File: src/hw/rtl/timed_motor_pwm_envelope_assert.svh
// Assertion macros shared by the timed motor PWM envelope RTL.
// Included by bare file name; needs nothing else.
`ifndef TIMED_MOTOR_PWM_ENVELOPE_ASSERT_SVH
`define TIMED_MOTOR_PWM_ENVELOPE_ASSERT_SVH

// Same-cycle implication, disabled while reset is asserted
`define TMPE_ASSERT_IMP(label, clk, rst_n, ante, cons, msg) \
  label: assert property (@(posedge clk) disable iff (!rst_n) (ante) |-> (cons)) \
    else $error(msg);

// Next-cycle implication, disabled while reset is asserted
`define TMPE_ASSERT_NXT(label, clk, rst_n, ante, cons, msg) \
  label: assert property (@(posedge clk) disable iff (!rst_n) (ante) |=> (cons)) \
    else $error(msg);

`endif

File: src/hw/rtl/tmpe_pkg.sv
// Package for the timed motor PWM envelope: codes, widths, state and bus types.
// No dependencies; used by the controller, datapath and top level of the block.
package tmpe_pkg;

  // Opcodes of an input transaction
  localparam logic [1:0] OpTick = 2'd0;
  localparam logic [1:0] OpRun  = 2'd1;
  localparam logic [1:0] OpRamp = 2'd2;

  // Intensity codes
  localparam logic [1:0] LvlOff    = 2'd0;
  localparam logic [1:0] LvlLow    = 2'd1;
  localparam logic [1:0] LvlMedium = 2'd2;
  localparam logic [1:0] LvlHigh   = 2'd3;

  // Configuration register indexes
  localparam logic [1:0] CfgLevelLow    = 2'd0;
  localparam logic [1:0] CfgLevelMedium = 2'd1;
  localparam logic [1:0] CfgLevelHigh   = 2'd2;

  // Register reset values
  localparam logic [7:0] LevelLowReset    = 8'd75;
  localparam logic [7:0] LevelMediumReset = 8'd150;
  localparam logic [7:0] LevelHighReset   = 8'd220;

  // Envelope arithmetic widths
  localparam int unsigned NumW     = 40;
  localparam int unsigned DivSteps = NumW;
  localparam int unsigned CntW     = $clog2(DivSteps);

  // Controller states
  typedef enum logic [2:0] {
    StIdle,
    StEval,
    StMul1,
    StMul2,
    StDiv,
    StWrite
  } tmpe_state_e;

  // Controller to datapath
  typedef struct packed {
    logic accept;
    logic eval;
    logic mul1;
    logic mul2;
    logic div_step;
    logic out_load;
  } tmpe_cmd_t;

  // Datapath to controller
  typedef struct packed {
    logic is_tick;
    logic fast;
    logic div_last;
    logic out_free;
  } tmpe_stat_t;

  // Map an intensity code to its PWM width
  function automatic logic [7:0] width_of(input logic [1:0] lvl,
                                          input logic [7:0] lo,
                                          input logic [7:0] med,
                                          input logic [7:0] hi);
    logic [7:0] w;
    case (lvl)
      LvlLow:    w = lo;
      LvlMedium: w = med;
      LvlHigh:   w = hi;
      default:   w = 8'd0;
    endcase
    return w;
  endfunction

endpackage

File: src/hw/rtl/tmpe_in_if.sv
// Input channel of the timed motor PWM envelope: valid/ready plus command payload.
// No dependencies.
interface tmpe_in_if;
  logic        valid;
  logic        ready;
  logic [1:0]  op;
  logic [31:0] time_ms;
  logic [1:0]  level;
  logic [15:0] duration_ms;

  modport source (output valid, output op, output time_ms, output level,
                  output duration_ms, input ready);
  modport sink (input valid, input op, input time_ms, input level,
                input duration_ms, output ready);
endinterface

File: src/hw/rtl/tmpe_out_if.sv
// Output channel of the timed motor PWM envelope: valid/ready plus PWM width.
// No dependencies.
interface tmpe_out_if;
  logic       valid;
  logic       ready;
  logic [7:0] pwm_width;

  modport source (output valid, output pwm_width, input ready);
  modport sink (input valid, input pwm_width, output ready);
endinterface

File: src/hw/rtl/tmpe_ctrl.sv
// Controller of the timed motor PWM envelope: sequences tick evaluation.
// Depends on tmpe_pkg.
module tmpe_ctrl
  import tmpe_pkg::*;
(
  input  logic       clk_i,
  input  logic       rst_ni,
  input  logic       in_valid_i,
  output logic       in_ready_o,
  input  tmpe_stat_t stat_i,
  output tmpe_cmd_t  cmd_o
);

  tmpe_state_e state_q, state_d;
  logic        accept;

  assign in_ready_o = (state_q == StIdle);
  assign accept     = in_valid_i && in_ready_o;

  // Next state
  always_comb begin
    state_d = state_q;
    unique case (state_q)
      StIdle:  if (accept && stat_i.is_tick) state_d = StEval;
      StEval:  state_d = stat_i.fast ? StWrite : StMul1;
      StMul1:  state_d = StMul2;
      StMul2:  state_d = StDiv;
      StDiv:   if (stat_i.div_last) state_d = StWrite;
      StWrite: if (stat_i.out_free) state_d = StIdle;
      default: state_d = StIdle;
    endcase
  end

  // Datapath commands
  always_comb begin
    cmd_o          = '0;
    cmd_o.accept   = accept;
    unique case (state_q)
      StEval:  cmd_o.eval     = 1'b1;
      StMul1:  cmd_o.mul1     = 1'b1;
      StMul2:  cmd_o.mul2     = 1'b1;
      StDiv:   cmd_o.div_step = 1'b1;
      StWrite: cmd_o.out_load = stat_i.out_free;
      default: ;
    endcase
  end

  // State register
  always_ff @(posedge clk_i or negedge rst_ni) begin
    if (!rst_ni) begin
      state_q <= StIdle;
    end else begin
      state_q <= state_d;
    end
  end

endmodule

File: src/hw/rtl/tmpe_datapath.sv
// Datapath of the timed motor PWM envelope: drive state, level registers, envelope multipliers,
// bit-serial divider and output register. Depends on tmpe_pkg and the assertion macro header.
`include "timed_motor_pwm_envelope_assert.svh"

module tmpe_datapath
  import tmpe_pkg::*;
(
  input  logic        clk_i,
  input  logic        rst_ni,
  input  tmpe_cmd_t   cmd_i,
  output tmpe_stat_t  stat_o,
  input  logic [1:0]  op_i,
  input  logic [31:0] time_ms_i,
  input  logic [1:0]  level_i,
  input  logic [15:0] duration_ms_i,
  input  logic        cfg_we_i,
  input  logic [1:0]  cfg_idx_i,
  input  logic [7:0]  cfg_data_i,
  input  logic        out_ready_i,
  output logic        out_valid_o,
  output logic [7:0]  pwm_width_o
);

  // Level registers
  logic [7:0] level_low_q, level_medium_q, level_high_q;
  // Drive state
  logic [31:0] stop_q, start_q;
  logic        ramp_on_q;
  logic [1:0]  hold_q, peak_q;
  // Tick work registers
  logic [31:0] now_q;
  logic [15:0] e_q, d_q;
  logic [7:0]  fast_w_q;
  logic        slow_q;
  logic [31:0] prod_q, dd_q;
  logic [NumW-1:0] num_q;
  logic [31:0] rem_q;
  logic [CntW-1:0] cnt_q;
  // Output register
  logic        out_valid_q;
  logic [7:0]  out_width_q;

  logic [31:0] e32, span;
  logic [15:0] d_clamp;
  logic        past, ramp_zero, out_free;
  logic [7:0]  peak_w, hold_w, quot_sat;
  logic [NumW-1:0] pp;
  logic [32:0] shifted;
  logic        ge;

  // Level registers, to be written only while idle; the block itself does not enforce this
  always_ff @(posedge clk_i or negedge rst_ni) begin
    if (!rst_ni) begin
      level_low_q    <= LevelLowReset;
      level_medium_q <= LevelMediumReset;
      level_high_q   <= LevelHighReset;
    end else if (cfg_we_i) begin
      unique case (cfg_idx_i)
        CfgLevelLow:    level_low_q    <= cfg_data_i;
        CfgLevelMedium: level_medium_q <= cfg_data_i;
        CfgLevelHigh:   level_high_q   <= cfg_data_i;
        default: ;
      endcase
    end
  end

  // Run commands, and ramp commands with a nonzero duration, update the drive state on acceptance
  always_ff @(posedge clk_i or negedge rst_ni) begin
    if (!rst_ni) begin
      stop_q    <= '0;
      start_q   <= '0;
      ramp_on_q <= 1'b0;
      hold_q    <= LvlOff;
      peak_q    <= LvlOff;
    end else if (cmd_i.accept) begin
      case (op_i)
        OpRun: begin
          ramp_on_q <= 1'b0;
          stop_q    <= time_ms_i + {16'd0, duration_ms_i};
          hold_q    <= level_i;
        end
        OpRamp: begin
          if (duration_ms_i != 16'd0) begin
            start_q   <= time_ms_i;
            stop_q    <= time_ms_i + {16'd0, duration_ms_i};
            peak_q    <= level_i;
            ramp_on_q <= 1'b1;
          end
        end
        default: ;
      endcase
    end
  end

  // Evaluate the tick against the stop time and ramp window
  assign hold_w  = width_of(hold_q, level_low_q, level_medium_q, level_high_q);
  assign peak_w  = width_of(peak_q, level_low_q, level_medium_q, level_high_q);
  assign e32     = now_q - start_q;
  assign span    = stop_q - start_q;
  assign d_clamp = (span[31:16] != 16'd0) ? 16'hFFFF : span[15:0];
  assign past    = now_q > stop_q;
  assign ramp_zero = (span == 32'd0) || (e32 >= span) || (e32 >= {16'd0, d_clamp});

  // Envelope numerator: 4*e*(d-e)*peak + d*d/2
  assign pp = prod_q * peak_w;

  // One restoring division step per cycle
  assign shifted = {rem_q, num_q[NumW-1]};
  assign ge      = shifted >= {1'b0, dd_q};

  assign quot_sat = (num_q[NumW-1:8] != '0) ? 8'hFF : num_q[7:0];

  always_ff @(posedge clk_i) begin
    if (cmd_i.accept) begin
      now_q <= time_ms_i;
    end
    if (cmd_i.eval) begin
      e_q      <= e32[15:0];
      d_q      <= d_clamp;
      fast_w_q <= (past || ramp_on_q) ? 8'd0 : hold_w;
      slow_q   <= !(past || !ramp_on_q || ramp_zero);
    end
    if (cmd_i.mul1) begin
      prod_q <= e_q * (d_q - e_q);
      dd_q   <= d_q * d_q;
    end
    if (cmd_i.mul2) begin
      num_q <= {pp[NumW-3:0], 2'b00} + {{(NumW-31){1'b0}}, dd_q[31:1]};
      rem_q <= '0;
    end
    if (cmd_i.div_step) begin
      num_q <= {num_q[NumW-2:0], ge};
      rem_q <= ge ? 32'(shifted - {1'b0, dd_q}) : shifted[31:0];
    end
  end

  // Divider step count
  always_ff @(posedge clk_i or negedge rst_ni) begin
    if (!rst_ni) begin
      cnt_q <= '0;
    end else if (cmd_i.mul2) begin
      cnt_q <= '0;
    end else if (cmd_i.div_step) begin
      cnt_q <= cnt_q + 1'b1;
    end
  end

  // Output register: hold the result until taken
  assign out_free = !out_valid_q || out_ready_i;

  always_ff @(posedge clk_i or negedge rst_ni) begin
    if (!rst_ni) begin
      out_valid_q <= 1'b0;
    end else if (cmd_i.out_load) begin
      out_valid_q <= 1'b1;
    end else if (out_ready_i) begin
      out_valid_q <= 1'b0;
    end
  end

  always_ff @(posedge clk_i) begin
    if (cmd_i.out_load) begin
      out_width_q <= slow_q ? quot_sat : fast_w_q;
    end
  end

  assign out_valid_o = out_valid_q;
  assign pwm_width_o = out_width_q;

  assign stat_o.is_tick  = (op_i == OpTick);
  assign stat_o.fast     = past || !ramp_on_q || ramp_zero;
  assign stat_o.div_last = (cnt_q == CntW'(DivSteps - 1));
  assign stat_o.out_free = out_free;

  // An active ramp always spans 1 to 65535 ms
  `TMPE_ASSERT_IMP(a_ramp_span, clk_i, rst_ni, ramp_on_q, (span[31:16] == 16'd0) && (span != 32'd0), "ramp span out of range")
  // A result is loaded only into a free output register
  `TMPE_ASSERT_IMP(a_load_free, clk_i, rst_ni, cmd_i.out_load, out_free, "output overwritten")
  // The envelope quotient fits in the 8-bit width
  `TMPE_ASSERT_IMP(a_quot_fit, clk_i, rst_ni, cmd_i.out_load && slow_q, num_q[NumW-1:8] == '0, "quotient overflow")

endmodule

File: src/hw/rtl/timed_motor_pwm_envelope.sv
// Channel   Dir  Handshake     Payload
// in_i      in   valid/ready   op, time_ms, level, duration_ms
// out_o     out  valid/ready   pwm_width (one per tick)
// cfg       in   cfg_we_i      cfg_idx_i, cfg_data_i
//
// Run commands, and ramp commands with a nonzero duration, update the drive state on
// acceptance and leave the controller idle. A tick that needs no envelope (past the
// stop time, fixed mode, or outside the ramp window) passes the eval and write states;
// a ramp tick also passes the multiply and divide states. The width is valid once the
// write state loads it. The one-bit-per-cycle 40-bit divider does most of a ramp tick's work.
// Reset clears the drive state and loads levels 75/150/220.
// A result waits in the output register while commands keep being accepted;
// the next tick is worked out and then holds until that register is free.
//
// Top level of the timed motor PWM envelope; depends on tmpe_pkg, tmpe_in_if,
// tmpe_out_if, tmpe_ctrl and tmpe_datapath.
module timed_motor_pwm_envelope
  import tmpe_pkg::*;
(
  input  logic       clk_i,
  input  logic       rst_ni,
  tmpe_in_if.sink    in_i,
  tmpe_out_if.source out_o,
  input  logic       cfg_we_i,
  input  logic [1:0] cfg_idx_i,
  input  logic [7:0] cfg_data_i
);

  tmpe_cmd_t  cmd;
  tmpe_stat_t stat;

  // Sequence the tick work
  tmpe_ctrl u_ctrl (
    .clk_i      (clk_i),
    .rst_ni     (rst_ni),
    .in_valid_i (in_i.valid),
    .in_ready_o (in_i.ready),
    .stat_i     (stat),
    .cmd_o      (cmd)
  );

  // Hold the state and compute the width
  tmpe_datapath u_datapath (
    .clk_i         (clk_i),
    .rst_ni        (rst_ni),
    .cmd_i         (cmd),
    .stat_o        (stat),
    .op_i          (in_i.op),
    .time_ms_i     (in_i.time_ms),
    .level_i       (in_i.level),
    .duration_ms_i (in_i.duration_ms),
    .cfg_we_i      (cfg_we_i),
    .cfg_idx_i     (cfg_idx_i),
    .cfg_data_i    (cfg_data_i),
    .out_ready_i   (out_o.ready),
    .out_valid_o   (out_o.valid),
    .pwm_width_o   (out_o.pwm_width)
  );

endmodule
File: src/flat_wrapper.sv
// flat-port wrapper written by rule: the top's interface ports become plain ports
module timed_motor_pwm_envelope_flat import tmpe_pkg::*;
  (clk_i, rst_ni, cfg_we_i, cfg_idx_i, cfg_data_i, in_i_valid, in_i_op, in_i_time_ms, in_i_level, in_i_duration_ms, in_i_ready, out_o_valid, out_o_pwm_width, out_o_ready);
  tmpe_in_if in_i_i ();
  tmpe_out_if out_o_i ();
  input  logic clk_i;
  input  logic rst_ni;
  input  logic cfg_we_i;
  input  logic [1:0] cfg_idx_i;
  input  logic [7:0] cfg_data_i;
  input wire logic [$bits(in_i_i.valid)-1:0] in_i_valid;
  input wire logic [$bits(in_i_i.op)-1:0] in_i_op;
  input wire logic [$bits(in_i_i.time_ms)-1:0] in_i_time_ms;
  input wire logic [$bits(in_i_i.level)-1:0] in_i_level;
  input wire logic [$bits(in_i_i.duration_ms)-1:0] in_i_duration_ms;
  output wire logic [$bits(in_i_i.ready)-1:0] in_i_ready;
  output wire logic [$bits(out_o_i.valid)-1:0] out_o_valid;
  output wire logic [$bits(out_o_i.pwm_width)-1:0] out_o_pwm_width;
  input wire logic [$bits(out_o_i.ready)-1:0] out_o_ready;
  assign in_i_i.valid = in_i_valid;
  assign in_i_i.op = in_i_op;
  assign in_i_i.time_ms = in_i_time_ms;
  assign in_i_i.level = in_i_level;
  assign in_i_i.duration_ms = in_i_duration_ms;
  assign in_i_ready = in_i_i.ready;
  assign out_o_valid = out_o_i.valid;
  assign out_o_pwm_width = out_o_i.pwm_width;
  assign out_o_i.ready = out_o_ready;
  timed_motor_pwm_envelope u_core (.clk_i(clk_i), .rst_ni(rst_ni), .in_i(in_i_i), .out_o(out_o_i), .cfg_we_i(cfg_we_i), .cfg_idx_i(cfg_idx_i), .cfg_data_i(cfg_data_i));
endmodule
File: config.mk
export PLATFORM = sky130hd
export DESIGN_NAME = timed_motor_pwm_envelope_flat
export DESIGN_NICKNAME = d
export VERILOG_FILES = /design/src/hw/rtl/tmpe_pkg.sv /design/src/hw/rtl/tmpe_in_if.sv /design/src/hw/rtl/tmpe_out_if.sv /design/src/hw/rtl/tmpe_ctrl.sv /design/src/hw/rtl/tmpe_datapath.sv /design/src/hw/rtl/timed_motor_pwm_envelope.sv /design/src/flat_wrapper.sv
export VERILOG_INCLUDE_DIRS = /design/src /design/src/hw/rtl
export SDC_FILE = /design/constraint.sdc
export NUM_CORES = 2
export LEC_CHECK = 0
export BUFFER_PORTS_ARGS = -buffer_cell sky130_fd_sc_hd__buf_2
export CAP_MARGIN = 30
export CELL_PAD_IN_SITES_DETAIL_PLACEMENT = 1
export CELL_PAD_IN_SITES_GLOBAL_PLACEMENT = 1
export CORE_ASPECT_RATIO = 0.8
export CORE_MARGIN = 2
export CORE_UTILIZATION = 56
export CTS_CLUSTER_SIZE = 24
export DETAILED_ROUTE_END_ITERATION = 7
export PLACE_DENSITY = 0.86
export SETUP_SLACK_MARGIN = 0.1
export SYNTH_ARGS = -nofsm -noshare
export SYNTH_HDL_FRONTEND = slang
export SYNTH_HIERARCHICAL = 1
export SYNTH_SLANG_ARGS = --single-unit
File: constraint.sdc
create_clock -name clk_i -period 19.75 [get_ports clk_i]
set_input_delay 2.9625 -clock clk_i [delete_from_list [all_inputs] [get_ports clk_i]]
set_output_delay 2.9625 -clock clk_i [all_outputs]
set_load 0.01 [all_outputs]
==> flow_summary_export.csv <==
group,metric,value,unit
setup_path,arrival,10.52,ns
yosys,ys_seq_area_frac,0.199,
yosys,synth_edf_count,216,
setup_path,r2r-start,"u_core/u_datapath/e_q[1]$_DFFE_PP_",
routing,viasPerCell,5.99,
setup_path,timing.rr.end,"u_core/u_datapath/prod_q[31]$_DFFE_PP_",
clock_network,tritoncts,"done",
layout,layout.nets,6053,
sta,period_needed,10.19,ns
floorplan,die_w,323,um
clock_network,cts_buffers,37,
routing,drtIter0Drc,2693,
placement,gp_congestion,0.926,
setup_path,cp_max_fo,16,
setup_path,crit_path_max_incr_delay,0.69,ns
global_route,grt_max_degree,75,
sta,rsz0062_at_grt,"no",
routing,vias,36200,
setup_path,worstSetupPathType,"reg -> reg",
floorplan,die_area,0.0838,sq mm
clock_network,cts.repair.resized,0,
yosys,synth_flop_cell,"edfxtp_1",
global_route,gr-usage-all-layers,0.345,
yosys,synth_cell_type_count,100,
sta,tns,0,ns
hold_path,holdPathEnd,"u_core/u_datapath/start_q[30]$_DFFE_PN0P_",
sta,fmax,0.0981,GHz
global_route,grt_antenna_before_repair,11,
floorplan,start_util,0.566,
hold_path,holdCritStartpoint,"u_core/u_datapath/start_q[30]$_DFFE_PN0P_",
yosys,synth-seq-cells,319,
hold_path,hold_class,"reg -> reg",
layout,final_common_cell,"inv_1",
routing,totalWireLength,143,mm
floorplan,die_h,259,um
setup_path,rrSetupSlack,9.56,ns
yosys,synth_largest_area_cell,"fa_1",
floorplan,core,0.0806,sq mm
hold_path,hold_path_depth,1,
sta,relSlewSlack,0.349,
global_route,grt_pass1_vias,40800,
sta,fin_crit_sh,0.516,
yosys,async_flop_share,0.323,
sta,skew,0.0299,ns
clock_network,clk_latency,0.60,ns
clock_network,clkSlewWorstSetupHoldPaths,0.07,ns
global_route,overflow,0,
layout,layout-drive-gt1-share,0.0679,
yosys,synthTopCellsByArea,"fa_1, edfxtp_1, ha_1",
global_route,grt_pass1_wl,225,mm
layout,area_growth_syn_to_layout,6.48,%
clock_network,postCtsHoldBufs,0,
routing,ant_nets,0,
setup_path,cp_common_cell,"fa_1",
clock_network,cts_buffer_depth,3,
outcome,status,"finished, final reports clean",
yosys,netlist.area_leader.share,0.244,
job,drv_cap,0,
routing,wl_per_cell,23.6,um
floorplan,ios,77,
setup_path,reg2reg_depth,34,
sta,slew_viol_final,0,
clock_network,cts_root_buf,"clkbuf_16",
setup_path,worst_path_max_delay_cell,"edfxtp_1",
setup_path,worst_ep_required_time,20.08,ns
clock_network,htree_num_levels,2,
routing,drt_pass1_iterations,6,
setup_path,crit_path_end_kind,"flop",
routing,drc,0,
yosys,ys_warn_count,6,
clock_network,post_cts_buffers,0,
clock_network,clock_sinks,319,
floorplan,num_rows,93,
layout,layout_common_cells,"inv_1, fa_1, ha_1",
placement,hpwl,113,mm
yosys,syn_nets,6019,
sta,setup_viol,0,
sta,tightest_slew,0.976,ns
yosys,synth_area,0.0456,sq mm
sta,hold_viol,0,
setup_path,start_kind,"flop",
yosys,avgSynthCellArea,9.33,sq um
placement,io_buffers,76,
yosys,synthCells,4888,
[state kept, by name, summed over array words and instances, names as in the netlist, 16 cells and up]
register,count
u_core/u_datapath/now_q,32
u_core/u_datapath/stop_q,32
u_core/u_datapath/num_q,40
u_core/u_datapath/prod_q,32
u_core/u_datapath/dd_q,31
u_core/u_datapath/rem_q,32
u_core/u_datapath/d_q,16
u_core/u_datapath/e_q,16
u_core/u_datapath/start_q,32
[cells by family (layout without fill, tap and decap cells)]
kind of cell	after synthesis	after routing	share of synthesized area
adders and majority gates	1064	1064	0.383
buffers and inverters	957	1020	0.0792
AOI/OAI and AO/OA	795	795	0.113
muxes	103	103	0.0249
xor gates and xnor gates	245	245	0.0470
DFF	319	319	0.199
other	0	4	0
and+or+nand+nor	1405	1405	0.153
[final cells by class]
type / instances / area [sq um]
fillers: 9226 / 32100
diodes: 4 / 10.0
clock buffers: 47 / 1000
clock inverters: 21 / 263
multi-input cells: 3612 / 33000
well taps: 1092 / 1370
repair buffers: 119 / 733
flip-flops and latches: 319 / 9080
inverters: 833 / 3130
[metal layers]
metal / up-vias / wire, um / GRT usage / part of all wire
li1: 16100 / - / - / -
met1: 18600 / 59600 / 0.448 / 0.42
met2: 1233 / 69300 / 0.594 / 0.49
met3: 321 / 8990 / 0.0514 / 0.063
met4: 4 / 4960 / 0.109 / 0.035
met5: - / 23 / 0 / 0.00016
[worst max-delay path, delay by kind of cell (launching register included)]
kind / cells / cell delay, ns
AOI/OAI and AO/OA: 16 / 4.36
xor gates and xnor gates: 2 / 0.27
adders and majority gates: 8 / 3.59
buffers and inverters: 5 / 0.67
DFF: 1 / 0.69
and+or+nand+nor: 3 / 0.37
[per-stage QoR]
stage / setup slack, ns / cell area, sq um / hold WS (ns) / instances / util
6_report: 9.56 / 48600 / 0.505 / 6047 / 0.602
5_1_grt: 9.09 / 48600 / 0.523 / 6045 / 0.602
4_1_cts: 9.78 / 48500 / 0.510 / 6040 / 0.602
3_5_place_dp: 9.82 / 47300 / 0.483 / 5972 / 0.586
3_3_place_gp: 10.56 / 47300 / 0.464 / 5972 / 0.586
2_1_floorplan: 11.56 / 45600 / 0.450 / 4888 / -
[Yosys cell counts (16+ instances only)]
library cell / number
a211oi_1: 26
a21o_1: 113
a21oi_1: 226
a31oi_1: 21
and2_1: 240
and3_1: 37
clkbuf_1: 117
dfrtp_1: 90
edfxtp_1: 216
fa_1: 557
ha_1: 507
inv_1: 832
mux2_2: 84
mux2i_1: 19
nand2_1: 496
nand2b_1: 49
nand3_1: 54
nand4_1: 40
nor2_1: 218
nor2b_1: 127
nor3_1: 43
nor4_1: 21
o21a_1: 34
o21ai_0: 170
o21bai_1: 32
or2_2: 16
xnor2_1: 162
xor2_1: 83
[how the worst max path moves through the flow]
| stage | from | endpoint | slack (ns) |
|---|---|---|---|
| 5_1_grt | u_core/u_datapath/e_q[1]$_DFFE_PP_ | u_core/u_datapath/prod_q[31]$_DFFE_PP_ | 9.09 |
| 3_5_place_dp | u_core/u_datapath/e_q[1]$_DFFE_PP_ | u_core/u_datapath/prod_q[31]$_DFFE_PP_ | 9.82 |
| 2_1_floorplan | u_core/u_datapath/d_q[0]$_DFFE_PP_ | u_core/u_datapath/prod_q[31]$_DFFE_PP_ | 11.56 |
| 4_1_cts | u_core/u_datapath/e_q[1]$_DFFE_PP_ | u_core/u_datapath/prod_q[31]$_DFFE_PP_ | 9.78 |
| 6_report | u_core/u_datapath/e_q[1]$_DFFE_PP_ | u_core/u_datapath/prod_q[31]$_DFFE_PP_ | 9.56 |
| 3_3_place_gp | u_core/u_datapath/e_q[1]$_DFFE_PP_ | u_core/u_datapath/prod_q[31]$_DFFE_PP_ | 10.56 |
Power is left out: the tool's default activity adds up to more than one toggle a clock period on the data nets, which glitch-free logic cannot reach.
